==> config.mk <==
export PLATFORM = sky130hd
export DESIGN_NAME = wlfp_ram
export DESIGN_NICKNAME = d
export VERILOG_FILES = /design/src/design/wlfp_ram.sv
export SDC_FILE = /design/constraint.sdc
export NUM_CORES = 1
export LEC_CHECK = 0
export ABC_AREA = 1
export BUFFER_PORTS_ARGS = -buffer_cell sky130_fd_sc_hd__buf_4
export CAP_MARGIN = 0
export CORE_ASPECT_RATIO = 0.8
export CORE_UTILIZATION = 63
export CTS_BUF_LIST = sky130_fd_sc_hd__clkbuf_8
export DETAILED_ROUTE_END_ITERATION = 6
export PLACE_DENSITY = 0.82
export REMOVE_ABC_BUFFERS = 1
export SETUP_SLACK_MARGIN = 0.05
export SYNTH_ARGS = -nofsm -noshare
export SYNTH_HDL_FRONTEND = slang
export SYNTH_SLANG_ARGS = --single-unit
==> constraint.sdc <==
create_clock -name clk -period 1.7 [get_ports clk]
set_clock_uncertainty 0.2 [all_clocks]
set_input_delay 0.425 -clock clk [delete_from_list [all_inputs] [get_ports clk]]
set_output_delay 0.425 -clock clk [all_outputs]
set_load 0.01 [all_outputs]
==> src/design/wlfp_ram.sv <==
`default_nettype none
module wlfp_ram #(
  parameter int WIDTH = 8,
  parameter int DEPTH = 16
) (
  input  wire logic                     clk,
  input  wire logic                     we,
  input  wire logic [$clog2(DEPTH)-1:0] waddr,
  input  wire logic [WIDTH-1:0]         wdata,
  input  wire logic [$clog2(DEPTH)-1:0] raddr,
  output logic      [WIDTH-1:0]         rdata
);

  logic [WIDTH-1:0] mem [DEPTH];

  always_ff @(posedge clk) begin
    if (we) begin
      mem[waddr] <= wdata;
    end
    rdata <= mem[raddr];
  end

endmodule
`default_nettype wire

==> out/summary.md, run 1 <==
The area share of the largest cell type after synthesis works out to 0.667. The total routing usage reported by global routing came out at 0.293. The repair_antennas step left the layout with diodes totalling 0. Timing analysis after detailed placement gives a worst setup slack of 63.5 ps. The tools report the startpoint type of the worst setup path as a flop.

The first-pass GRT wire length is 19700 um, and the max-capacitance violation count is 0. In this run, synthesis produced a sequential element count of 136. After the first detailed-routing iteration, the DRC count stood at 392. The setup path with the least slack is of type flop to output pin.

The count of buffers from port buffering is 25, and the largest net degree at the start of global routing is 52. The sequential area share after synthesis was 0.694. In this run the remaining antenna-violating nets after routing total 0. Data on the critical path is required at its endpoint by 1070 ps. The period utilization was 0.918. For the number of global-route vias before repair, the log shows 3900.

The run gives 440 ps as the later-pin clock latency in the skew report. Class of the tightest hold or removal check: input pin to flop. The first-pass iteration count of the detailed router was 4; the vias per cell was 5.44.

For this design the static power due to leakage is 2.89 nW. Setup repair after global routing left no endpoint under its margin. The number of placed I/O pins is 26, and the die boundary height is 87.6 um.

Among cell families on the critical path, the largest total delay comes from flip-flops. For the remaining global-route overflow, the log shows 0. Buffer type at the clock tree root: sky130_fd_sc_hd__clkbuf_8. For the final worst slack, the log shows 140 ps. The buffer depth of the longest clock path is 2, and the worst-path maximum fanout is 1.

The fraction of layout cells with a size suffix above 1 was 0.139; the worst relative slew slack was 0.791. The run finished with clean final reports. The total of hold buffers inserted after clock tree synthesis was 0.

The worst setup path is captured at an output pin. The final weighted congestion of routability-driven global placement is 0.860, and the synthesis warning total is 0. The count of buffering cells on the critical path with inverters included was 1. The HPWL after detailed placement is 8090 um. The total setup violations reported at the end of the flow is 0, and the critical path's largest stage delay is 360 ps.

Measured along the x axis, the die boundary spans 109 um. The largest total area in the synthesized netlist belongs to sky130_fd_sc_hd__edfxtp_1. TritonCTS built the clock tree. Clock-pin slew was measured on the worst setup and hold paths at 80 ps.

The number of setup buffers added after CTS is 0. The wire length per cell works out to 17.5 um. The run gives 641 MHz as the highest attainable clock frequency. In this run the power density over the cells is 1050 nW/um^2.

Final sum of negative setup slack: 0 ps. A synthesized cell averages 10.5 sq um. At the pin with the least slew margin, the transition time is 313 ps.

Detailed routing inserted a total of 3945 vias. For the number of fillers in the final layout, the log shows 572. The number of hold violations in the final report was 0; the unique cell type count in the Yosys netlist was 12.

Initial antenna violation count: 0. The net count reported at finish came out at 618. The final critical path time including I/O delays and setup works out to 1560 ps. For this run, design rule violations remaining after detail routing come to 0. The signal on the critical path passes through buf_4. The clock tree synthesis step divided the H-tree into 4 levels.

Synthesis produced a netlist whose cell count is 551. The most common cell after layout, fill and taps aside is sky130_fd_sc_hd__nand2_1. The logs give 5770 sq um for the area of the mapped netlist and 940 ps for the signal arrival time at the worst endpoint. In this run, CTS created clock tree buffers numbering 17. Clock tree synthesis found a total of 136 sinks. VDD sags by at most 1.08 mV. Number of pins exceeding their max-slew limit in the final report: 0. After synthesis, the cell types taking the most area are sky130_fd_sc_hd__edfxtp_1 67%, sky130_fd_sc_hd__nand2_1 11%, sky130_fd_sc_hd__nand3_1 8.4%. Relative to the synthesized area, the layout overhead comes to 14.3%.

Once the clock tree was built, the resizer swapped 0 gates to a different size. The wire length reported by the detailed router is 12700 um. The run gives 8670 sq um as the core outline area. The standard cell with the maximum stage delay on the critical path was sky130_fd_sc_hd__dfxtp_1. The logs give 0.665 for the starting density of the core and 30 for the floorplan row count. The library cells used most frequently in the layout, excluding fill and tap cells, are 173 x sky130_fd_sc_hd__nand2_1, 128 x sky130_fd_sc_hd__edfxtp_1, 100 x sky130_fd_sc_hd__inv_1.

The floorplan step defined a die boundary enclosing 9540 sq um.
-- flip-flops by register name (all words and copies together) (netlist names) --
| register | cells |
|---|---|
| mem | 128 |
| rdata | 8 |
-- logic make-up after synthesis --
kind of cell,after synthesis,synth area share
buffers and inverters,126,0.0952
AND/OR/NAND/NOR,289,0.210
flip-flops,136,0.694
-- per-stage QoR --
stage | hold WS (ps) | power, mW | cells | utilization | cell area (sq um)
2_1_floorplan | 324 | 4.05 | 527 | - | 5600
3_3_place_gp | 435 | 4.32 | 693 | 0.715 | 6200
3_5_place_dp | 458 | 4.34 | 693 | 0.715 | 6200
4_1_cts | 97.9 | 6.92 | 725 | 0.760 | 6590
5_1_grt | 114 | 7.10 | 725 | 0.760 | 6590
6_report | 106 | 6.93 | 725 | 0.760 | 6590
-- cells in the mapped netlist --
cell type and instances:
sky130_fd_sc_hd__inv_1 100, sky130_fd_sc_hd__nand3_1 97, sky130_fd_sc_hd__inv_2 2, sky130_fd_sc_hd__buf_2 13
sky130_fd_sc_hd__edfxtp_1 128, sky130_fd_sc_hd__nand3b_1 2, sky130_fd_sc_hd__buf_6 6, sky130_fd_sc_hd__dfxtp_1 8
sky130_fd_sc_hd__buf_4 4, sky130_fd_sc_hd__nor2_1 17, sky130_fd_sc_hd__buf_1 1, sky130_fd_sc_hd__nand2_1 173
-- per-layer routing --
layer,GRT usage,wire (um),vias up
met5,0,0,-
met4,0.114,221,0
met3,0.0774,1130,21
met2,0.461,6160,193
met1,0.397,5170,1864
li1,-,-,1867
-- path summary, 6_finish.rpt --
kind              startpoint        end  slack (ps)  cells after the start
setup / recovery    rdata[2]   rdata[2]         140                      1
setup reg to reg   mem[5][0]   rdata[0]         490                      6
hold reg to reg   mem[15][4]   rdata[4]         460                      6
hold / removal      wdata[4]  mem[5][4]         110                      1
-- power by group --
group	internal, mW	switching (mW)	total [mW]
combinational	0.178	0.322	0.500
sequential	3.74	0.0238	3.77
clock	1.42	1.24	2.66
-- area by class of cell --
type | instances | area (sq um) | area share
sequential | 136 | 4000 | 0.608
clock inverter | 15 | 160 | 0.0243
inverter | 102 | 383 | 0.0581
tap | 112 | 140 | 0.0213
clock buffer | 17 | 234 | 0.0355
timing repair buffer | 54 | 455 | 0.0691
multi-input combinational | 289 | 1210 | 0.184
-- worst register-to-register path: cells and delay by family (launching register included) --
family,cells,cell delay [ps]
and+or+nand+nor,5,450
DFF,1,370
buffers and inverters,1,70
No activity file was read; power rests on OpenSTA's default activity.
==> inputs of run 2 (changes only) <==
Settings changed: CORE_MARGIN set to 1, CORE_UTILIZATION 63 to 65, GPL_TIMING_DRIVEN set to 0, PLACE_DENSITY 0.82 to 0.85.
Clock period 1.7 ns to 1.95 ns, I/O delays scaled along.
==> run 2 against run 1 <==
Compared with the run above:
- critical path depth grew 7
- wire length is 4.9% lower
- non-clock buffer count fell by 29
- count of clock-buffer cells in the layout stayed put
- via count decreased by 3.7%
==> out/summary.md, run 2 (same netlist as run 1, synthesis figures left out) <==
The first global-routing pass estimated 18100 um of wire. The signal on the critical path passes through buf_6 > inv_4 > nand2_1 > nand2_1 > nand2_1 > nand3_1 > nand3_1 > nand2_1. For the pin with the worst max-slew slack, the measured transition is 1020 ps.

The number of pins exceeding their max-slew limit in the final report is 0, and the starting density of the core is 0.674. The standard cell with the maximum stage delay on the critical path is sky130_fd_sc_hd__buf_6. The number of flip-flops under the largest register name came out at 128. Setup repair after global routing left no endpoint under its margin.

The fraction of power spent switching nets is 0.226. In this run the power density over the cells is 946 nW/um^2. Timing would allow up to 553 MHz. The detail route stage leaves a number of antenna-violating nets equal to 0. STA puts the critical path data arrival time at 1900 ps.

The maximum vdd ir drop was 0.613 mV; the count of buffers from port buffering was 25. Number of buffers inserted during clock tree synthesis: 17. In the final routed layout, each cell accounts on average for 17.3 um. The run gives 0.548 as the power share of the sequential group. The category of the most critical setup path is input pin to flop.

Internal power summed over all cells: 4.63 mW. STA classifies the critical path endpoint as a flop. The initial antenna violation count was 0; the count of buffering cells on the critical path with inverters included was 2.

In this run the critical register-to-register path is captured at rdata[0]. The startpoint identified for the worst hold timing path is wdata[0]. The tools report the number of H-tree levels as 4. The buffer type at the clock tree root was sky130_fd_sc_hd__clkbuf_8. In the final layout, the multi-input gates occupy 1210 sq um. The floorplan step defined a core boundary enclosing 8560 sq um. The initial detailed-routing violation count is 344. Total routing usage reported by global routing: 0.278. The net count reported at finish was 589; the number of placed I/O pins was 26. mem holds more flip-flops than any other register. The period utilization was 0.927. In this run the critical register-to-register path is launched from mem[0][0]. The repair_antennas step left the layout with diodes totalling 0. After global routing the overflow that remains totals 0.

For the logic gate share of total power, the log shows 0.066. In this run the post-CTS setup repair buffer count came out at 0. The path class of the tightest hold or removal check is input pin to flop. The fraction of layout cells with a size suffix above 1 is 0.0942. The run gives 0 as the number of hold violations in the final report. The tools report the static power due to leakage as 2.74 nW.

Setup violations remaining at the end of the flow were counted as 0. Counting along the longest clock path gives a buffer depth of 2. For the total of hold buffers inserted after clock tree synthesis, the log shows 0. Entering global routing, the biggest net connects 66 pins. Among cell families on the critical path, the largest total delay comes from buffers and inverters.

Summed over all layers, the routed wires come to 12100 um. The startpoint type of the worst setup path is an input pin. Depth of the worst register-to-register path: 6.

The final sum of negative setup slack was 0 ps. For the worst relative slew slack, the log shows 0.319. Hold path depth: 1. The area after detailed placement is 5930 sq um, and the critical path's largest stage delay is 390 ps. The number of remaining DRC errors was 0. Max-cap violations in this run came to 0.

In this run the register-to-register setup slack is 680 ps. TritonCTS built the clock tree. Fraction of power consumed by the clock network: 0.385. The die is 86.2 um tall. The first-pass iteration count of the detailed router is 5.

The switching component of the power came out at 1.36 mW. The die is 107 um wide. The run finished with clean final reports. The sequential cells in the finished layout cover a total of 4000 sq um.

The worst path meets setup with 142 ps of slack. Clock tree synthesis found a total of 136 sinks. Counting stages on the worst path, the most repeated cell is sky130_fd_sc_hd__nand2_1. The final critical path time including I/O delays and setup was 1810 ps. The floorplan has 30 rows. The number of fillers in the final layout is 582.

Clock slew at the register clock pins of the worst setup and hold paths: 80 ps. The die covers 9250 sq um. Finished layout cell area: 6330 sq um. Vias per cell: 5.46. In the final layout, the registers with the most flip-flops are mem (128), rdata (8). The tools report the endpoint of the worst hold-timing path as mem[2][0]. Clock latency on the worst-skew pair, taken at its later pin, is 430 ps. The HPWL after detailed placement is 7230 um.

Most common cell after layout, fill and taps aside: sky130_fd_sc_hd__nand2_1. The number of global-route vias before repair is 3739, and the worst-path maximum fanout is 65. The library cells used most frequently in the layout, excluding fill and tap cells, are 173 x sky130_fd_sc_hd__nand2_1, 128 x sky130_fd_sc_hd__edfxtp_1, 103 x sky130_fd_sc_hd__inv_1.

Timing analysis after detailed placement gives a worst setup slack of -716 ps. The tools report the number of vias after detailed routing as 3799. The area growth from synthesis to layout is 9.79%. Routability-driven placement finished with a final weighted congestion of 0.804.

On the final layout, the worst hold slack is 170 ps. The logs give 0.740 for the post-layout utilization of the core and 2040 ps for the required time at the endpoint of the critical path.
## run 2: changes by cell type in the layout (fill, tap and decap cells not counted), sizes merged
cell,delta
inv,+4
clkinv,-4
buf,-29
## run 2: worst max-delay path by stage
stage,startpoint,to,cells past startpoint
floorplan,raddr[0],rdata[2],6
global placement,raddr[0],rdata[3],8
detailed placement,raddr[0],rdata[3],7
CTS,raddr[0],rdata[1],7
global route,raddr[0],rdata[5],8
finish,raddr[0],rdata[0],8
## run 2: what timing repair did
action | CTS | global route
setup endpoints to repair | 8 | 0
endpoints found under the hold margin | 0 | 0
resized for setup | 2 | 0
## run 2: power groups by stage
stage / combinational, mW / sequential (mW) / clock [mW]
2_1_floorplan: 0.176 / 3.35 / 0
3_3_place_gp: 0.373 / 3.34 / 0
3_5_place_dp: 0.389 / 3.35 / 0
4_1_cts: 0.392 / 3.28 / 2.31
5_1_grt: 0.435 / 3.29 / 2.42
6_report: 0.398 / 3.28 / 2.31
## run 2: layout make-up
cell class | count | area share
inverters | 102 | 0.0609
well taps | 112 | 0.0221
clock inverters | 15 | 0.0257
repair buffers | 25 | 0.0302
multi-input cells | 289 | 0.192
clock buffers | 17 | 0.0370
flip-flops and latches | 136 | 0.632
## run 2: stage by stage
step	instances	power [mW]
5_1_grt	696	6.14
3_5_place_dp	664	3.74
6_report	696	5.99
3_3_place_gp	664	3.72
4_1_cts	696	5.98
2_1_floorplan	527	3.53
## run 2: routing by layer
layer  wire length [um]  vias up  GRT usage
li1                   -     1807          -
met1               4680     1755      0.349
met2               6080      214      0.480
met3               1150       23     0.0639
met4                160        0      0.102
met5                  0        -          0
## run 2: worst reg2reg max path, delay by kind of cell, from the launching register on
kind | cells | cell delay [ps]
DFF | 1 | 390
and+or+nand+nor | 5 | 470
buffers and inverters | 1 | 60
