## config.mk

```make
export PLATFORM = sky130hd
export DESIGN_NAME = wlfp_mul
export DESIGN_NICKNAME = d
export VERILOG_FILES = /design/src/design/wlfp_pkg.sv /design/src/design/wlfp_mul.sv
export SDC_FILE = /design/constraint.sdc
export NUM_CORES = 1
export LEC_CHECK = 0
export CAP_MARGIN = 20
export CORE_AREA = 10 10 180 182
export DETAILED_ROUTE_END_ITERATION = 7
export DIE_AREA = 0 0 190 192
export DONT_BUFFER_PORTS = 1
export PLACE_DENSITY_LB_ADDON = 0.08
export REMOVE_ABC_BUFFERS = 1
export SLEW_MARGIN = 5
export SYNTH_ARGS = -nofsm -noshare
export SYNTH_HDL_FRONTEND = slang
export SYNTH_SLANG_ARGS = --single-unit
```

## constraint.sdc

```tcl
create_clock -name clk -period 5.4 [get_ports clk]
set_input_delay 1.08 -clock clk [delete_from_list [all_inputs] [get_ports clk]]
set_output_delay 1.08 -clock clk [all_outputs]
set_load 0.1 [all_outputs]
```

## src/design/wlfp_pkg.sv

```systemverilog
`default_nettype none
package wlfp_pkg;

  localparam int WINDOW_MAX_DEF = 16;
  localparam int POS_W    = 24;
  localparam int STAMP_W  = 32;
  localparam int SIZE_W   = 5;
  localparam int LEAD_W   = 20;
  localparam int FILL_W   = 5;
  localparam int CFG_IDX_W = 1;
  localparam int CFG_W    = 20;
  localparam int T_W      = 20;
  localparam int MA_W     = 64;
  localparam int MB_W     = 32;
  localparam int NUM_W    = 96;
  localparam int DEN_W    = 64;

  localparam logic [T_W-1:0]    TIME_SAT = 20'hFFFFF;
  localparam logic [LEAD_W-1:0] LEAD_MAX = 20'd1000000;
  localparam int                DEN_MIN  = 1000000;
  localparam int                SIZE_RESET = 10;
  localparam logic [LEAD_W-1:0] LEAD_RESET = 20'd16000;

  localparam logic [CFG_IDX_W-1:0] REG_WINDOW_SIZE = 1'd0;
  localparam logic [CFG_IDX_W-1:0] REG_LEAD_TIME   = 1'd1;

  localparam logic OPC_ADD   = 1'b0;
  localparam logic OPC_CLEAR = 1'b1;

  typedef struct packed {
    logic                      opcode;
    logic signed [POS_W-1:0]   pos_x;
    logic signed [POS_W-1:0]   pos_y;
    logic [STAMP_W-1:0]        stamp_us;
  } req_t;

  typedef struct packed {
    logic signed [POS_W-1:0] pred_x;
    logic signed [POS_W-1:0] pred_y;
    logic                    fit_used;
    logic [FILL_W-1:0]       fill;
  } res_t;

  typedef struct packed {
    logic [STAMP_W-1:0]      stamp_us;
    logic signed [POS_W-1:0] pos_y;
    logic signed [POS_W-1:0] pos_x;
  } sample_t;

  typedef enum logic [3:0] {
    S_IDLE, S_INIT, S_RD, S_LD, S_MGO, S_MWAIT,
    S_DX, S_DXW, S_DY, S_DYW, S_OUT
  } state_t;

  typedef enum logic [3:0] {
    OP_TT, OP_TX, OP_TY, OP_NSTT, OP_STST, OP_NSTX, OP_SXST,
    OP_NSTY, OP_SYST, OP_NE, OP_ND, OP_DSX, OP_NXE, OP_DSY, OP_NYE
  } mop_t;

endpackage
`default_nettype wire

```

## src/design/wlfp_mul.sv

```systemverilog
`default_nettype none
module wlfp_mul (
  input  wire logic                              clk,
  input  wire logic                              rst,
  input  wire logic                              start,
  input  wire logic signed [wlfp_pkg::MA_W-1:0]  a,
  input  wire logic signed [wlfp_pkg::MB_W-1:0]  b,
  output logic                                   done,
  output logic signed [wlfp_pkg::NUM_W-1:0]      p
);
  import wlfp_pkg::*;

  logic             busy;
  logic             neg;
  logic [NUM_W-1:0] acc;
  logic [NUM_W-1:0] ash;
  logic [MB_W-1:0]  bsh;
  logic [MA_W-1:0]  amag;
  logic [MB_W-1:0]  bmag;

  assign amag = a[MA_W-1] ? (~a + 1'b1) : a;
  assign bmag = b[MB_W-1] ? (~b + 1'b1) : b;
  assign p    = neg ? signed'(~acc + 1'b1) : signed'(acc);

  always_ff @(posedge clk) begin
    if (rst) begin
      busy <= 1'b0;
      done <= 1'b0;
    end else begin
      done <= 1'b0;
      if (start) begin
        busy <= 1'b1;
      end else if (busy && bsh == '0) begin
        busy <= 1'b0;
        done <= 1'b1;
      end
    end
  end

  // shift-add, one multiplier bit per cycle, stops at the top set bit
  always_ff @(posedge clk) begin
    if (start) begin
      acc <= '0;
      ash <= NUM_W'(amag);
      bsh <= bmag;
      neg <= a[MA_W-1] ^ b[MB_W-1];
    end else if (busy && bsh != '0) begin
      if (bsh[0]) begin
        acc <= acc + ash;
      end
      ash <= ash << 1;
      bsh <= bsh >> 1;
    end
  end

endmodule
`default_nettype wire

```

==> results of run 1 <==
[synth_stat cells, types with 4 or more instances]
cell	count	share of area, %
nand2b_1	18	0.61
mux2_2	6	0.36
nor4_1	35	1.2
nand3b_1	9	0.36
nor2_1	225	4.6
o41ai_1	24	1.1
nand3_1	56	1.5
or2_2	14	0.47
ha_1	98	6.6
a2111oi_0	4	0.19
nor3_1	45	1.2
and2_1	6	0.20
and3_1	8	0.27
o21bai_1	25	1.0
edfxtp_1	97	16
and4_1	5	0.24
a21boi_0	4	0.16
nor2b_1	9	0.30
o21ai_0	158	4.3
or3_1	39	1.3
a21oi_1	286	7.7
o21a_1	18	0.73
o31ai_1	57	2.3
nand4_1	55	1.9
xnor2_1	134	6.3
a21o_1	31	1.3
buf_1	14	0.28
a221oi_1	7	0.33
a31oi_1	18	0.61
inv_1	44	0.89
o31a_1	7	0.33
nand2_1	296	6.0
or4_1	38	1.5
a211oi_1	15	0.61
clkbuf_1	112	2.3
xor2_1	113	5.3
mux2i_1	37	2.0
o211ai_1	12	0.49
dfxtp_1	130	14
[cells by family (layout without fill, tap and decap cells)]
group | count (synthesis) | in the layout | synth area share, %
buffers and inverters | 173 | 241 | 3.53
muxes | 43 | 43 | 2.36
DFF | 227 | 227 | 29.8
and+or+nand+nor | 879 | 879 | 23.0
xor gates and xnor gates | 247 | 247 | 11.7
adders and majority gates | 99 | 99 | 6.72
AOI/OAI and AO/OA | 701 | 701 | 22.9
[path summary, 6_finish.rpt]
path	depth (start not counted)	end	startpoint	slack [ps]
setup reg to reg	14	acc[54]$_SDFFE_PP0P_	acc[0]$_SDFFE_PP0P_	660
setup / recovery	11	p[79]	acc[26]$_SDFFE_PP0P_	-60
hold / removal	2	done$_SDFF_PP0_	busy$_SDFFE_PP0P_	480
hold reg to reg	2	done$_SDFF_PP0_	busy$_SDFFE_PP0P_	480
[layout make-up]
cell class / instances / area (sq um)
clock inverter: 13 / 205
inverter: 45 / 169
clock buffer: 36 / 719
tap: 384 / 480
sequential: 227 / 5520
timing repair buffer: 147 / 1780
multi-input combinational: 1969 / 13200
fill: 2035 / 6540
[power by group]
part / leakage, uW / switching, uW / internal, uW / total, uW
logic: 0.00642 / 2570 / 1210 / 3780
registers: 0.00201 / 151 / 1950 / 2100
clock network: 0.000449 / 764 / 1180 / 1940
[worst reg2reg max path: cells and delay by family, from the launching register on]
kind	cells	cell delay [ps]
compound gates	9	3140
fa+ha+maj	2	700
buf+inv	2	440
flops	1	330
simple gates	1	70
[registers in the layout (all words and copies together), names as in the netlist]
signal,flops
acc,96
busy,1
bsh,32
done,1
ash,96
neg,1
[routing by layer]
metal / global-route usage (%) / part of all wire [%] / vias to the layer above
met3: 6.98 / 11 / 191
met2: 51.9 / 45 / 1050
met5: 0 / 0 / -
met4: 11.9 / 4.1 / 0
met1: 42.2 / 40 / 9061
li1: - / - / 8797
[timing repair]
action                                  4_1_cts  5_1_grt
hold buffers                                  0        0
pin swaps                                     8        6
endpoints found under the setup margin       11        8
setup buffers                                 7        3
resized for setup                            13       11
[stage by stage]
step / setup WS (ps) / hold slack [ps] / util, %
finish: -55.9 / 482 / 77.2
floorplan: -3380 / 411 / -
CTS: -70.3 / 487 / 76.9
global route: -110 / 496 / 77.2
detailed placement: 226 / 477 / 73.3
global placement: 357 / 467 / 71.4
==> impl.org, run 1 <==
** Floorplan
- Area enclosed by the die boundary :: 36500 sq um
- In this run the vertical extent of the chip is 192 microns.
- The core region is 28600 sq um.
- From left edge to right edge, the die measures 190 microns.
- Boundary Pins :: 196
- Placement Rows :: 62
- Starting utilization of the core area :: 64.8%

** Layout
- Leaving out fill and tap cells, the most frequent cell in the layout is nand2_1.
- Highest-count cells in the layout ignoring fill and taps :: nand2_1, a21oi_1, nor2_1
- Post-Layout Inst Area :: 22100 sq um
- Area added between synthesis and finish :: 19.2%
- Count of placed standard cells in the final layout, fillers left out :: 2821
- Ant diodes :: 0
- Proportion of layout cells with a drive suffix above 1 :: 14.0%
- For this run, the post-layout net count is 2615.

** Logic synthesis
- FF+latch count, synth :: 227
- Count of flip-flops with a built-in enable after synthesis :: 97
- Counting every instance in the synthesized netlist gives 2369.
- The cell area that synthesis handed to floorplanning was 18500 sq um.
- Synthesized area divided by synthesized cell count :: 7.83 sq um
- Post-synth ARST share :: 0%
- Seq/Total Area, Yosys :: 29.8%
- The most used flip-flop cell after synthesis is dfxtp_1.
- During synthesis, Yosys emitted a total of 0 warnings.
- Synthesis instantiated 80 different standard cells from the library.

** Placed design
- In this run the tool buffered the top-level ports with 0 buffer cells.
- Final weighted congestion in routability-driven placement :: 0.998
- The placed instances occupy a cell area of 21000 sq um.
- After detailed placement, the design holds a cell count of 2762.
- DP HPWL :: 45.8 mm

** Setup path
- STA puts the critical path data required time at 4320 ps.
- Together, buffers and inverters on the worst path number 1.
- Among cell families on the critical path, the largest total delay comes from simple AND/OR/NAND/NOR gates.
- Stage delay of the slowest cell on the critical path :: 530 ps
- STA classifies the critical path endpoint as a primary output.
- Cell breakdown of the critical path :: or4_4, or2_4, nor3_4, nand3_2, or4_4, or4_4, or4_4, or3_4, o21ai_4, xnor2_2, buf_12
- Highest-delay cell along the critical path :: or4_4
- Along the worst path, the maximum fanout reaches 3.
- The worst setup path is launched from a flip-flop.
- Worst path most repeated cell :: or4_4
- Setup CP Type :: flip-flop to primary output
- Data on the critical path arrives at its endpoint at 4380 ps.

** Run
- Number of max-cap violations :: 0

** STA
- In the final timing run, aggregate negative setup slack is -103 ps.
- Final critical-path setup slack :: -55.9 ps
- Setup repair after global routing missed its margin :: yes
- For the final database, setup skew stands at 27.0 ps.
- In this run the tightest slew margin relative to its limit is 24.4%.
- Final number of max-transition violations :: 0
- Hold Violations, Final :: 0
- At the pin with the least slew margin, the transition time is 1130 ps.
- Finish-stage setup viols :: 2
- Subtracting the final worst setup slack from the clock period gives 5460 ps.
- Highest attainable clock frequency :: 0.183 GHz
- Part of the cycle the worst path needs :: 101%

** CTS
- TritonCTS built the clock tree.
- CTS Buf Count :: 27
- For this design, the sink count on the clock tree is 227.
- Clock slew seen by the registers of the worst setup and hold paths :: 60 ps
- Root Buffer Master :: clkbuf_16
- In this run the deepest clock path goes through 3 buffers.
- Maximum level of the CTS H-tree :: 1
- The later pin in the worst-skew pair is clocked with a latency of 580 ps.

** Global routing
- Entering global routing, the biggest net connects 302 pins.
- Initial antenna violation count :: 0
- Across every metal layer, demand over resource in global routing totals 32.4%.
- The first global-routing pass estimated 96.8 mm of wire.
- The number of global-route vias before repair is 18000.
- Grt total ovfl :: 0

** Routing
- For this run, design rule violations remaining after detail routing come to 0.
- Wire length per cell after detailed routing :: 21.9 microns
- The first detailed-routing pass ran for 7 iterations.
- Drt initial violations :: 2051
- Summed over all layers, the routed wires come to 61.7 mm.
- In the routed layout, each cell is associated on average with a via count of 6.77.
- Residual antenna-violating net count after detailed routing :: 0
- Via count :: 19100

** Status
- The flow ran to the end, but the final reports show violations.
- The final reports fail on negative setup slack.

** Hold path
- Hold crit path type :: flip-flop to flip-flop

** Pwr
- Leakage dissipation :: 0.00888 uW
- Power per standard cell area :: 354 nW/um^2
- Total power draw :: 7820 uW
- Maximum resistive drop on vdd :: 349 uV
No activity file was read; power rests on OpenSTA's default activity.
==> run 2: changes to the inputs <==
--- a/config.mk
+++ b/config.mk
@@ -11,7 +11,6 @@
 export DIE_AREA = 0 0 190 192
 export DONT_BUFFER_PORTS = 1
 export PLACE_DENSITY_LB_ADDON = 0.08
-export REMOVE_ABC_BUFFERS = 1
 export SLEW_MARGIN = 5
 export SYNTH_ARGS = -nofsm -noshare
 export SYNTH_HDL_FRONTEND = slang
==> constraint.sdc (replaced) <==
create_clock -name clk -period 5.4 [get_ports clk]
set_input_delay 0.81 -clock clk [delete_from_list [all_inputs] [get_ports clk]]
set_output_delay 0.81 -clock clk [all_outputs]
set_load 0.1 [all_outputs]
==> run 2 against run 1 <==
  * Critical path depth decreased by 1
  * Fmax increased by 3.0%
  * The run now ends clean
  * Non-clock buffer count decreased by 16
  * Critical endpoint unchanged
==> impl.org, run 2 (synthesis results as in run 1) <==
** Status
- Status :: finished, final reports clean

** Placed design
- The detailed-placement wirelength estimate is 45.1 mm (-1.6%).
- Post-detailed-placement cell area :: 20600 sq um (-1.6%)
- The global placement routability congestion is 1.01 (+1.3%).
- The number of buffer cells added on primary ports was 0 (unchanged).
- Total placed cells including tap cells :: 2748 (-0.51%)

** Layout
- The sequential cell area in the final layout was 5520 sq um (about the same).
- Area added between synthesis and finish :: 17.4%
- The final net count came to 2598 (-0.65%).
- The share of final-layout standard cells stronger than drive strength 1 came to 13.7% (-0.35 points).
- The library cell used most frequently in the layout, excluding fill and tap cells, is nand2_1.
- The filler cell count is 2127 (+4.5%).
- The final cell count without fillers came to 2803 (-0.64%).
- The core occupancy in the finished layout was 76.0% (-1.1 points).
- Ant diodes :: 0 (unchanged)
- The top cell types in the final layout, fill and taps aside, are nand2_1, a21oi_1, nor2_1.
- Footprint of the multi-input gates :: 13200 sq um (-0.22%)
- Post-Layout Inst Area :: 21800 sq um (-1.5%)
- The largest registers in the layout are acc: 96 flops, ash: 96 flops, bsh: 32 flops.

** Hold path
- Worst Min Path Start :: rst
- The worst hold path terminates at busy$_SDFFE_PP0P_.
- Hold crit path type :: input pin to flip-flop
- The cell count of the worst hold path is 1 (-1).

** Floorplan
- Total core area :: 28600 sq um (unchanged)
- DIE WIDTH :: 190 microns (unchanged)
- The top-level I/O count was 196 (unchanged).
- The initial cell density of the core came to 64.8% (unchanged).
- The area of the die was 36500 sq um (unchanged).
- Die extent in y :: 192 microns (unchanged)
- Placement Rows :: 62 (unchanged)

** Pwr
- The portion of total power attributed to combinational logic is 46.8% (-1.5 points).
- Leakage dissipation :: 0.00872 uW (-1.8%)
- The power density over the cells is 355 nW/um^2 (+0.34%).
- The fraction of power spent switching nets was 44.5% (-0.092 points).
- The design internal power is 4290 uW (-0.95%).
- Maximum resistive drop on vdd :: 462 uV (+32%)
- The part of the total power dissipated in sequential elements was 27.5% (+0.6 points).
- The portion of total power attributed to the clock network came to 25.7% (+0.9 points).
- The switching power of the nets is 3440 uW (-1.3%).

** Global routing
- The total grt overflow came to 0 (unchanged).
- The total track usage is 31.7% (-0.74 points).
- Initial antenna violation count :: 0 (unchanged)
- Via count of the first global-routing pass :: 17800 (-1.1%)
- The wire length of the first global-routing pass was 94.7 mm (-2.2%).
- Maximum number of pins on one net before global-route repair :: 302 (unchanged)

** Logic synthesis
- When the netlist entered floorplanning its net count stood at 2567.

** STA
- Part of the cycle the worst path needs :: 98.1% (-2.9 points)
- Sum of negative setup slack :: 0 ps (+103 ps)
- The final max-slew violation count was 0 (unchanged).
- Clock Skews :: 16.6 ps (-10.3 ps)
- The transition time at the pin with the least slew margin was 1120 ps (-12.7 ps).
- Setup repair after global routing left no endpoint under its margin.
- Hold Violations, Final :: 0 (unchanged)
- The tightest slew margin relative to the limit is 25.5% (+1.1 points).
- The hold slack is 329 ps (-153 ps).
- Highest attainable clock frequency :: 0.189 GHz (+3.0%)
- The final period demand of the worst path came to 5300 ps (-159 ps).
- The final setup violation count came to 0 (-2).

** Routing
- The number of vias per cell after detailed routing came to 6.68 (-1.3%).
- DRT Wirelength :: 60.1 mm (-2.5%)
- Wire length per cell after detailed routing :: 21.4 microns (-1.9%)
- Residual antenna-violating net count after detailed routing :: 0 (unchanged)
- The detailed-route DRC error count came to 0 (unchanged).
- The total via count after detailed routing was 18700 (-1.9%).
- The first-iteration detailed-routing DRC count was 1998 (-2.6%).
- Number of iterations in the first detailed-routing pass :: 5 (-2)

** Setup path
- The maximum fanout count along the critical path came to 6 (+3).
- In this run the critical register-to-register path is launched from ash[0]$_SDFFCE_PN0P_.
- The data required time of the worst path is 4590 ps (+270 ps).
- Endpoint of the worst register-to-register path :: acc[54]$_SDFFE_PP0P_
- Setup CP Type :: flip-flop to primary output
- Reg2Reg Depth :: 14 (unchanged)
- The worst setup path is captured at a primary output.
- Setup crit start kind :: flip-flop
- Endpoint arrival time on the critical path :: 4490 ps (+110 ps)
- Setup slack on the worst flop-to-flop path :: 950 ps (+290 ps)

** CTS
- Clock latency at the later pin of the worst-skew pair :: 550 ps (-30 ps)
- The deepest clock path buffer count was 3 (unchanged).
- Maximum level of the CTS H-tree :: 1 (unchanged)
- CTS tree :: done
- Number of sinks handled by clock tree synthesis :: 227 (unchanged)
- The clock buffer count from CTS came to 26 (-3.7%).
- The clock transition at the registers of the reported paths came to 70 ps (about the same).
- Root Buffer Master :: clkbuf_16
- Post-CTS Hold Fix Bufs :: 0 (unchanged)

** Run
- The number of max-cap violations was 0 (unchanged).
[run 2: what timing repair did]
item,in CTS,in global routing
setup endpoints to repair,8,5
resized for setup,11,9
pin swaps,5,4
buffers inserted,7,1
[run 2: final cells by class]
| type | instances | share of cell area, % |
|---|---|---|
| sequential | 227 | 25.4 |
| clock buffer | 38 | 3.77 |
| multi-input combinational | 1969 | 60.6 |
| timing repair buffer | 131 | 6.59 |
| inverter | 45 | 0.776 |
| tap | 384 | 2.21 |
| clock inverter | 9 | 0.707 |
[run 2: critical path, cell delays in order (launching register included)]
cell and delay [ps]:
dfxtp_1 380, or4_4 580, nor4_4 400, nand4_2 150, or4_4 540, or4_4 470, or4_4 460, or3_4 410
o21ai_4 180, xnor2_2 150, buf_12 200
[run 2: layer usage]
metal / vias up / GRT usage, % / share of wire, %
li1: 8755 / - / -
met1: 8765 / 41.7 / 41
met2: 1019 / 50.3 / 45
met3: 194 / 5.97 / 10
met4: 0 / 12.6 / 4.2
met5: - / 0 / 0
[run 2: power groups by stage]
| stage | Combinational (uW) | Sequential, uW | Clock, uW |
|---|---|---|---|
| 2_1_floorplan | 2590 | 2080 | 0 |
| 3_3_place_gp | 3330 | 2140 | 0 |
| 3_5_place_dp | 3530 | 2150 | 0 |
| 4_1_cts | 3580 | 2110 | 2000 |
| 5_1_grt | 3800 | 2140 | 2070 |
| 6_report | 3620 | 2120 | 1990 |
[run 2: worst max-delay path by stage]
stage	start	to	cells past startpoint
3_3_place_gp	acc[18]$_SDFFE_PP0P_	p[79]	11
3_5_place_dp	acc[18]$_SDFFE_PP0P_	p[79]	11
6_report	acc[42]$_SDFFE_PP0P_	p[79]	10
5_1_grt	acc[27]$_SDFFE_PP0P_	p[79]	11
4_1_cts	acc[34]$_SDFFE_PP0P_	p[79]	11
2_1_floorplan	acc[33]$_SDFFE_PP0P_	p[79]	11
[run 2: through the flow]
step	total power [uW]	setup WS, ps
finish	7730	103
global placement	5470	362
floorplan	4670	271
global route	8010	31.6
CTS	7690	0.511
detailed placement	5680	279
