File: src/design/wlfp_pkg.sv
`default_nettype none
package wlfp_pkg;

  localparam int WINDOW_MAX_DEF = 16;
  localparam int POS_W    = 24;
  localparam int STAMP_W  = 32;
  localparam int SIZE_W   = 5;
  localparam int LEAD_W   = 20;
  localparam int FILL_W   = 5;
  localparam int CFG_IDX_W = 1;
  localparam int CFG_W    = 20;
  localparam int T_W      = 20;
  localparam int MA_W     = 64;
  localparam int MB_W     = 32;
  localparam int NUM_W    = 96;
  localparam int DEN_W    = 64;

  localparam logic [T_W-1:0]    TIME_SAT = 20'hFFFFF;
  localparam logic [LEAD_W-1:0] LEAD_MAX = 20'd1000000;
  localparam int                DEN_MIN  = 1000000;
  localparam int                SIZE_RESET = 10;
  localparam logic [LEAD_W-1:0] LEAD_RESET = 20'd16000;

  localparam logic [CFG_IDX_W-1:0] REG_WINDOW_SIZE = 1'd0;
  localparam logic [CFG_IDX_W-1:0] REG_LEAD_TIME   = 1'd1;

  localparam logic OPC_ADD   = 1'b0;
  localparam logic OPC_CLEAR = 1'b1;

  typedef struct packed {
    logic                      opcode;
    logic signed [POS_W-1:0]   pos_x;
    logic signed [POS_W-1:0]   pos_y;
    logic [STAMP_W-1:0]        stamp_us;
  } req_t;

  typedef struct packed {
    logic signed [POS_W-1:0] pred_x;
    logic signed [POS_W-1:0] pred_y;
    logic                    fit_used;
    logic [FILL_W-1:0]       fill;
  } res_t;

  typedef struct packed {
    logic [STAMP_W-1:0]      stamp_us;
    logic signed [POS_W-1:0] pos_y;
    logic signed [POS_W-1:0] pos_x;
  } sample_t;

  typedef enum logic [3:0] {
    S_IDLE, S_INIT, S_RD, S_LD, S_MGO, S_MWAIT,
    S_DX, S_DXW, S_DY, S_DYW, S_OUT
  } state_t;

  typedef enum logic [3:0] {
    OP_TT, OP_TX, OP_TY, OP_NSTT, OP_STST, OP_NSTX, OP_SXST,
    OP_NSTY, OP_SYST, OP_NE, OP_ND, OP_DSX, OP_NXE, OP_DSY, OP_NYE
  } mop_t;

endpackage
`default_nettype wire

File: src/design/wlfp_div.sv
`default_nettype none
module wlfp_div (
  input  wire logic                              clk,
  input  wire logic                              rst,
  input  wire logic                              start,
  input  wire logic signed [wlfp_pkg::NUM_W-1:0] num,
  input  wire logic [wlfp_pkg::DEN_W-1:0]        den,
  output logic                                   done,
  output logic signed [wlfp_pkg::POS_W-1:0]      q
);
  import wlfp_pkg::*;

  localparam int CNT_W = $clog2(NUM_W + 1);

  logic             busy;
  logic [CNT_W-1:0] cnt;
  logic             neg;
  logic             big;
  logic [NUM_W-1:0] mag;
  logic [DEN_W-1:0] dreg;
  logic [DEN_W-1:0] rem;
  logic [DEN_W-1:0] rem2;
  logic [POS_W:0]   qr;
  logic [NUM_W-1:0] nmag;
  logic             qb;

  assign nmag = num[NUM_W-1] ? (~num + 1'b1) : num;
  assign rem2 = {rem[DEN_W-2:0], mag[NUM_W-1]};
  assign qb   = (rem2 >= dreg);

  always_comb begin
    if (neg) begin
      if (big || qr >= (POS_W+1)'(1 << (POS_W-1))) begin
        q = signed'(POS_W'(1 << (POS_W-1)));
      end else begin
        q = signed'(~qr[POS_W-1:0] + 1'b1);
      end
    end else begin
      if (big || qr > (POS_W+1)'((1 << (POS_W-1)) - 1)) begin
        q = signed'(POS_W'((1 << (POS_W-1)) - 1));
      end else begin
        q = signed'(qr[POS_W-1:0]);
      end
    end
  end

  always_ff @(posedge clk) begin
    if (rst) begin
      busy <= 1'b0;
      done <= 1'b0;
      cnt  <= '0;
    end else begin
      done <= 1'b0;
      if (start) begin
        busy <= 1'b1;
        cnt  <= CNT_W'(NUM_W);
      end else if (busy) begin
        cnt <= cnt - 1'b1;
        if (cnt == CNT_W'(1)) begin
          busy <= 1'b0;
          done <= 1'b1;
        end
      end
    end
  end

  // restoring division, one quotient bit per cycle; half divisor added first
  always_ff @(posedge clk) begin
    if (start) begin
      neg  <= num[NUM_W-1];
      mag  <= nmag + NUM_W'(den >> 1);
      dreg <= den;
      rem  <= '0;
      qr   <= '0;
      big  <= 1'b0;
    end else if (busy) begin
      mag <= mag << 1;
      rem <= qb ? rem2 - dreg : rem2;
      big <= big | qr[POS_W];
      qr  <= {qr[POS_W-1:0], qb};
    end
  end

endmodule
`default_nettype wire

File: config.mk
export PLATFORM = sky130hd
export DESIGN_NAME = wlfp_div
export DESIGN_NICKNAME = d
export VERILOG_FILES = /design/src/design/wlfp_pkg.sv /design/src/design/wlfp_div.sv
export SDC_FILE = /design/constraint.sdc
export NUM_CORES = 1
export LEC_CHECK = 0
export BUFFER_PORTS_ARGS = -buffer_cell sky130_fd_sc_hd__buf_2
export CAP_MARGIN = 20
export CORE_UTILIZATION = 50
export DETAILED_ROUTE_END_ITERATION = 12
export HOLD_SLACK_MARGIN = 0.03
export PLACE_DENSITY_LB_ADDON = 0.3
export SKIP_CTS_REPAIR_TIMING = 1
export SYNTH_ARGS = -nofsm -noshare
export SYNTH_HDL_FRONTEND = slang
export SYNTH_SLANG_ARGS = --single-unit
export TNS_END_PERCENT = 1
File: constraint.sdc
create_clock -name clk -period 8 [get_ports clk]
set_input_delay 2.4 -clock clk [delete_from_list [all_inputs] [get_ports clk]]
set_output_delay 2.4 -clock clk [all_outputs]
set_load 0.005 [all_outputs]
==> metrics.txt, run 1 <==
outcome=completed; HP Class=reg2reg; Layout area overhead=11.06%; R2R setup slack=about 3 ns; CTS tree=yes; Max-slew headroom=0.3102; final slew viol count=0; flops & latches, synth=about 260; Largest stage delay, worst path=between 0.6 and 0.7 ns; RR Endpoint=rem[50]; Pwr Total=around 0.0044 W; Starting Density=0.5081; Top Family by Delay on Critical Path=simple AND/OR/NAND/NOR gates; Async S/R FF share, synth=0; Crit. End Element=flip-flop; Die Ht=between 200 and 250 microns; clk root buf=clkbuf_16; worst flop-to-flop path startpoint=dreg[9]; Routed WL per cell=approximately 20 microns; Filler cells=between 3000 and 4000; worst-skew pair later-pin latency=approximately 0.6 ns; drt first-iter violations=between 1500 and 2000; Mapped Cells=approximately 2600; Finished Core Util=0.5643; sequential fraction of the synthesis area=0.3092; most frequent cells in the layout=nor2_1, nand2_1, a21oi_1; clk_skew=0.01136 ns; pin count of the biggest net entering global routing=approximately 160; RSZ-0062 raised after global routing=false; total CTS buffers=31; CTS max path bufs=3; CP max FO=9; Ys Warns=0; placed cell count=~3300; CP required=8.35 ns; Min Clock Period, post-route=roughly 7.6 ns; Final WS setup=~0.35 ns; Mean Syn Cell Area=8.527 sq um; Initial DRT Pass Iterations=6; most common cell after layout, fill and taps aside=nor2_1; final worst-path cycle share=0.9560; WL final=between 60 and 70 mm; Critical Path Most Common Cell=buf_4; Setup CP Type=in2reg; Synth top area share=0.2199; die area=about 45000 sq um; final hold slack=about 0.5 ns; Hold Crit Endpoint=big; Final Wtd Congestion=a little over 1; Hold Crit Start=big; H-tree depth=1; Top FF cell, synth=edfxtp_1; Post-synth EDFFs=between 150 and 200; area leader, netlist=edfxtp_1; DRC Markers=0; layout cell share with drive strength beyond 1=0.1538; number of cells on the worst reg-to-reg path=13; PD cells=approximately 180 nW/um^2; CTS Sinks=259; measured slew at the worst slew-check pin=about 1.0 ns; num ports=roughly 190; via/cell ratio=~6.2; # setup viols final=0; max_cap viols=0; pre-CTS worst setup slack=-0.02793 ns; DRT antenna net count=0; hpwl dp=a little over 50 mm; number of global-route vias before repair=around 19000; Lkg Pwr=9.987 nW; Slowest cell on crit path=or4_4; top cells by area, synth=edfxtp_1, dfxtp_1, ha_1; Post-Syn Nets=between 2000 and 3000; antenna violations before repair=5; Cells on Worst Hold Path=2; data arrival time of the worst path=about 8.0 ns; VDD IR max=about 0.17 mV; total core area=43270 sq um; global-route wire length before repair=about 100 mm; Cell Chain, Critical Path=buf_2, or4_4, or4_4, or2_2, o31ai_1, xnor2_1, ha_1, nand2_1, nor4_1, buf_4, nand4_1, a2bb2oi_1, a2111oi_0, buf_4, o211ai_1, nand3b_1, nand3b_1, buf_4, nor4_1, xor2_1, mux2_2; crit start category=primary input; GR Util All Layers=0.2947; Vias=about 20000; clock slew at reported path FFs=around 0.06 ns; Core Rows=76; Netlist cell types=96; WP buf/inv=4; grt ovf=0; Post-Syn Area=~22000 sq um; Die Width=around 210 microns; Post-Layout Cell Count=3313; Port Buf Inserts=187; fin nets=3007; Hold Fails Final Rpt=0; FMAX=approximately 130 MHz
-- tightest hold or removal path, stage by stage (launching register included) --
cell and delay, ns:
dfxtp_1 0.35, a21oi_1 0.05, nor2_1 0.07
-- cells by family after synthesis --
group / Yosys count / share of synthesized area
adder cells (fa/ha/maj): 145 / 0.08321
AO/OA/AOI/OAI: 713 / 0.2106
XOR/XNOR: 240 / 0.09596
AND/OR/NAND/NOR: 851 / 0.1939
multiplexers: 129 / 0.06374
flip-flops: 259 / 0.3092
buffers and inverters: 241 / 0.04348
-- synthesized netlist by cell type (all sizes together) (5+ instances only) --
library cell	number
o21a	14
o21bai	23
a21o	78
mux2	85
a211o	5
o31ai	35
and2	15
a31o	8
nand4	51
inv	108
or3b	5
buf	14
or4	24
nand2	203
xnor2	157
mux2i	44
clkbuf	117
a21oi	200
nor4	43
edfxtp	161
or3	33
a311oi	5
a31oi	35
ha	143
nand3b	5
nor2	242
xor2	83
nor2b	23
nor3	56
a211oi	61
dfxtp	98
a21boi	8
a22oi	6
and3	20
nand2b	23
nand4b	6
or2	17
o41ai	18
nor3b	5
nand3	69
o211ai	15
o22ai	14
o311ai	11
o21ai	133
-- area by class of cell --
class	count	area, sq um	share of cell area
Inverter	110	412.9	0.01691
Tap cell	585	732.0	0.02998
Antenna cell	4	10.01	0.0004100
Clock buffer	32	779.5	0.03193
Multi-Input combinational cell	2078	14240	0.5835
Clock inverter	26	224.0	0.009173
Timing Repair Buffer	219	1211	0.04961
Sequential cell	259	6800	0.2785
-- state kept, by name (all words and copies together), names as in the netlist --
| register | count |
|---|---|
| big | 1 |
| busy | 1 |
| cnt | 7 |
| done | 1 |
| dreg | 64 |
| mag | 96 |
| neg | 1 |
| qr | 25 |
| rem | 63 |
-- layer usage --
metal	vias to the layer above	wire length (microns)	global-route usage	part of all wire
met2	761	29830	0.4716	0.45
met3	154	4641	0.04391	0.070
met1	9671	29780	0.4015	0.45
met4	4	2354	0.1099	0.035
li1	9811	-	-	-
met5	-	27	0	0.00041
-- how the worst max path moves through the flow --
| stage | startpoint | to | slack (ns) | cells after the start |
|---|---|---|---|---|
| floorplan | num[12] | mag[78] | 0.38 | 21 |
| global placement | num[12] | mag[79] | 0.06 | 21 |
| detailed placement | num[12] | mag[79] | -0.03 | 21 |
| CTS | num[12] | mag[79] | 0.58 | 21 |
| global route | num[12] | mag[79] | 0.10 | 21 |
| finish | num[12] | mag[79] | 0.35 | 21 |
-- metrics by stage --
stage | setup TNS, ns | cell area, sq um
2_1_floorplan | 0 | 21980
3_3_place_gp | 0 | 23400
3_5_place_dp | -0.09899 | 23400
4_1_cts | 0 | 24400
5_1_grt | 0 | 24410
6_report | 0 | 24410
-- where the power goes --
group          switching, W  internal, W
Combinational      0.000801     0.000566
Clock              0.000636     0.000757
Sequential        0.0000717      0.00161
Total               0.00151      0.00293
No activity file was read; power rests on OpenSTA's default activity.
==> inputs of run 2 (changes only) <==
Settings changed: CAP_MARGIN 20 to 10, RECOVER_POWER from default to 50.
==> metrics.txt, run 2 (synthesized netlist as in run 1, its figures left out) <==
Vias=20450; H-tree depth=1; data arrival time of the worst path=approximately 8 ns; Setup crit end=mag[79]; worst-skew pair later-pin latency=approximately 0.6 ns; crit start category=primary input; DRC Markers=0; pre-CTS worst setup slack=-0.02793 ns; Biggest register=mag; Pwr Total=0.004445 W; total CTS buffers=31; HP Class=reg2reg; Final Wtd Congestion=about 1.0; final hold slack=0.4950 ns; crit path launch=num[12]; Setup CP Type=in2reg; Max-slew headroom=-1.527; Port Buf Inserts=between 150 and 200; GR Util All Layers=0.2947; CTS Sinks=between 200 and 300; Core Rows=76; PD cells=around 180 nW/um^2; via/cell ratio=between 6 and 7; layout cell share with drive strength beyond 1=0.1296; die area=about 45000 sq um; Final WS setup=between 0.3 and 0.4 ns; max_cap viols=3; total core area=about 43000 sq um; Design Area, Final=~24000 sq um; CP required=about 8.3 ns; Crit. End Element=flip-flop; hpwl dp=51.21 mm; Finished Core Util=0.5617; clk root buf=clkbuf_16; Min Clock Period, post-route=7.672 ns; fin nets=~3000; most frequent cells in the layout=nor2_1, nand2_1, a21oi_1; measured slew at the worst slew-check pin=3.791 ns; grt ovf=0; failing checks=capacitance limit, slew limit; antenna violations before repair=3; R2R setup slack=around 0.93 ns; RR Endpoint=rem[50]; number of cells on the worst reg-to-reg path=13; Hold Fails Final Rpt=0; CP max FO=9; CTS tree=yes; # setup viols final=0; Initial DRT Pass Iterations=6; drt first-iter violations=1941; VDD IR max=0.1708 mV; max reg flops=96; WL final=approximately 67 mm; outcome=complete, but fails checks; FMAX=around 130 MHz; DRT antenna net count=0; Die Width=approximately 210 microns; Regs by FF count=mag: 96 flops, dreg: 64 flops, rem: 63 flops; Starting Density=0.5081; clock slew at reported path FFs=roughly 0.060 ns; final slew viol count=230; most common cell after layout, fill and taps aside=nor2_1; Layout area overhead=10.55%; num ports=approximately 190; number of global-route vias before repair=between 15000 and 20000; clk_skew=roughly 0.013 ns; Area after DPL=about 23000 sq um; Lkg Pwr=roughly 9.8 nW; RSZ-0062 raised after global routing=false; CTS max path bufs=3; Routed WL per cell=approximately 20 microns; Die Ht=about 210 microns; final worst-path cycle share=0.9591; worst flop-to-flop path startpoint=dreg[9]; pin count of the biggest net entering global routing=about 160; global-route wire length before repair=104.6 mm
run 2: cell types whose count changed in the layout (fill, tap and decap cells not counted), sizes merged:
cell,before,now
buf,219,153
clkbuf,32,98
run 2: cell type report:
class                      instances  area, sq um
tap                              585        732.0
timing repair buffer             219         1114
antenna                            4        10.01
inverter                         110        412.9
clock buffer                      32        779.5
multi-input combinational       2078        14230
sequential                       259         6800
fill                            3951        18960
clock inverter                    26        224.0
run 2: report_power, final:
part | leakage [nW] | switching, W | internal, W
registers | 2.40 | 0.0000715 | 0.00161
logic | 6.91 | 0.000801 | 0.000565
clock network | 0.483 | 0.000637 | 0.000757
run 2: worst min-delay path by stage:
stage / start / to / slack, ns / depth (start not counted)
final: big / big / 0.49 / 2
after global placement: big / big / 0.46 / 2
after CTS: cnt[1] / cnt[1] / 0.50 / 2
after global routing: rem[5] / rem[5] / 0.52 / 2
after detailed placement: big / big / 0.49 / 2
after floorplan: big / big / 0.45 / 2
run 2: worst max-delay path: stages:
cell       delay (ns)
buf_2            0.11
or4_4            0.57
or4_4            0.64
or2_2            0.44
o31ai_1          0.29
xnor2_1          0.13
ha_1             0.33
nand2_1          0.10
nor4_1           0.57
buf_4            0.23
nand4_1          0.09
a2bb2oi_1        0.17
a2111oi_0        0.43
buf_4            0.20
o211ai_1         0.12
nand3b_1         0.23
nand3b_1         0.11
buf_4            0.19
nor4_1           0.28
xor2_1           0.10
mux2_2           0.28
run 2: metrics by stage:
step | std cells | TNS (ns)
5_1_grt | 3311 | 0
3_3_place_gp | 3251 | 0
4_1_cts | 3309 | 0
6_report | 3313 | 0
3_5_place_dp | 3251 | -0.09899
2_1_floorplan | 2578 | 0
run 2: per-layer routing:
metal,wire length (microns),GRT usage
met5,13,0
met4,2314,0.1099
met3,4616,0.04391
met2,29880,0.4716
met1,29870,0.4015
==> inputs of run 3 (changes only) <==
Settings changed: MAX_ROUTING_LAYER from default to met4.
==> metrics.txt, run 3 (synthesized netlist as in run 1, its figures left out) <==
Cells on Worst Hold Path=2; number of cells on the worst reg-to-reg path=13; HP Class=reg2reg; max reg flops=between 90 and 100; outcome=complete, but fails checks; fin nets=~3000; worst flop-to-flop path startpoint=mag[95]; CTS max path bufs=3; total CTS buffers=30; R2R setup slack=roughly 0.5 ns; WL final=about 67 mm; Post-Layout Cell Count=3313; # setup viols final=0; GR Util All Layers=0.3013; crit start category=primary input; Filler cells=between 3000 and 4000; global-route wire length before repair=~100 mm; WP buf/inv=6; antenna violations before repair=4; Die Ht=211.7 microns; FMAX=roughly 130 MHz; final slew viol count=233; final worst-path cycle share=0.9413; grt ovf=0; number of global-route vias before repair=just under 20000; Hold Crit Endpoint=big; CTS Sinks=about 260; GR Util met1=0.4060; most common cell after layout, fill and taps aside=nor2_1; Max-slew headroom=-1.712; clk root buf=clkbuf_16; CP required=8.31 ns; gr busiest metal=met2; Regs by FF count=mag: 96 flops, dreg: 64 flops, rem: 63 flops; Hold Fails Final Rpt=0; drt first-iter violations=1801; GR met3 Demand/Resource=0.03293; failing checks=capacitance limit, slew limit; Biggest register=mag; crit path launch=num[95]; Crit. End Element=flip-flop; Core Rows=76; measured slew at the worst slew-check pin=between 4 and 5 ns; data arrival time of the worst path=7.84 ns; hpwl dp=approximately 52 mm; pin count of the biggest net entering global routing=approximately 160; Lkg Pwr=9.798 nW; max_cap viols=3; num ports=around 190; Finished Core Util=0.5617; final hold slack=0.4903 ns; worst-skew pair later-pin latency=a little under 0.6 ns; clock slew at reported path FFs=roughly 0.07 ns; Routed WL per cell=20.10 microns; Initial DRT Pass Iterations=5; Cell Chain, Critical Path=clkbuf_1, clkinv_1, a21oi_1, xor2_1, ha_1, a211oi_1, o21ai_0, a221oi_1, buf_4, a2bb2oi_1, a2111oi_0, buf_4, o211ai_1, nand3b_1, nand3b_1, buf_4, buf_4, nor2_1, xnor2_1, mux2_2; RSZ-0062 raised after global routing=false; Final Wtd Congestion=slightly above 1; Design Area, Final=24300 sq um; DRT antenna net count=0; clk_skew=between 0.02 and 0.025 ns; Layout area overhead=10.55%; Port Buf Inserts=187; placed cell count=3254; GR Util met2=0.4662; Top Family by Delay on Critical Path=buffers and inverters; Starting Density=0.5081; total core area=approximately 43000 sq um; Die Width=~210 microns; PD cells=approximately 180 nW/um^2; Hold Crit Start=big; Slowest cell on crit path=clkbuf_1; H-tree depth=1; CP max FO=26; via/cell ratio=roughly 6.1; VDD IR max=between 0.15 and 0.2 mV; Largest stage delay, worst path=between 0.9 and 1 ns; DRC Markers=0; most frequent cells in the layout=nor2_1, nand2_1, a21oi_1; Area after DPL=~23000 sq um; Min Clock Period, post-route=7.530 ns; layout cell share with drive strength beyond 1=0.1277; Vias=approximately 20000; die area=about 45000 sq um; Critical Path Most Common Cell=buf_4; Setup CP Type=in2reg; CTS tree=yes; RR Endpoint=rem[59]; setup_tns=0 ns
## run 3: final cells by class
| class | count | area [sq um] | area share |
|---|---|---|---|
| Antenna cell | 3 | 7.507 | 0.0003089 |
| Tap cell | 585 | 732.0 | 0.03012 |
| Clock inverter | 14 | 143.9 | 0.005921 |
| Sequential cell | 259 | 6800 | 0.2798 |
| Multi-Input combinational cell | 2078 | 14230 | 0.5856 |
| Clock buffer | 42 | 857.1 | 0.03527 |
| Inverter | 110 | 412.9 | 0.01699 |
| Timing Repair Buffer | 222 | 1119 | 0.04603 |
## run 3: how the worst max path moves through the flow
stage | endpoint | cells after the start | slack [ns]
global placement | mag[79] | 21 | 0.03
finish | mag[73] | 20 | 0.47
global route | mag[95] | 19 | 0.13
CTS | mag[79] | 21 | 0.60
floorplan | mag[78] | 21 | 0.38
detailed placement | mag[79] | 21 | 0.02
## run 3: per-layer routing
| metal | routed length [microns] | part of all wire |
|---|---|---|
| met1 | 30000 | 0.45 |
| met2 | 30050 | 0.45 |
| met3 | 4269 | 0.064 |
| met4 | 2263 | 0.034 |
| met5 | 0 | 0 |
## run 3: stage by stage
stage / total power, W / setup WS (ns)
6_report: 0.004451 / 0.4700
5_1_grt: 0.004679 / 0.1329
4_1_cts: 0.004453 / 0.6044
3_5_place_dp: 0.003041 / 0.02403
3_3_place_gp: 0.003018 / 0.03221
2_1_floorplan: 0.002662 / 0.3773
## run 3: worst min-delay path, stage by stage, from the launching register on
cell and delay (ns):
dfxtp_1 0.34, a21oi_1 0.05, nor2_1 0.07
## run 3: report_power, final
part / leakage (nW) / internal [W] / switching [W]
clock network: 0.477 / 0.000814 / 0.000588
registers: 2.40 / 0.00161 / 0.0000671
logic: 6.92 / 0.000566 / 0.000802
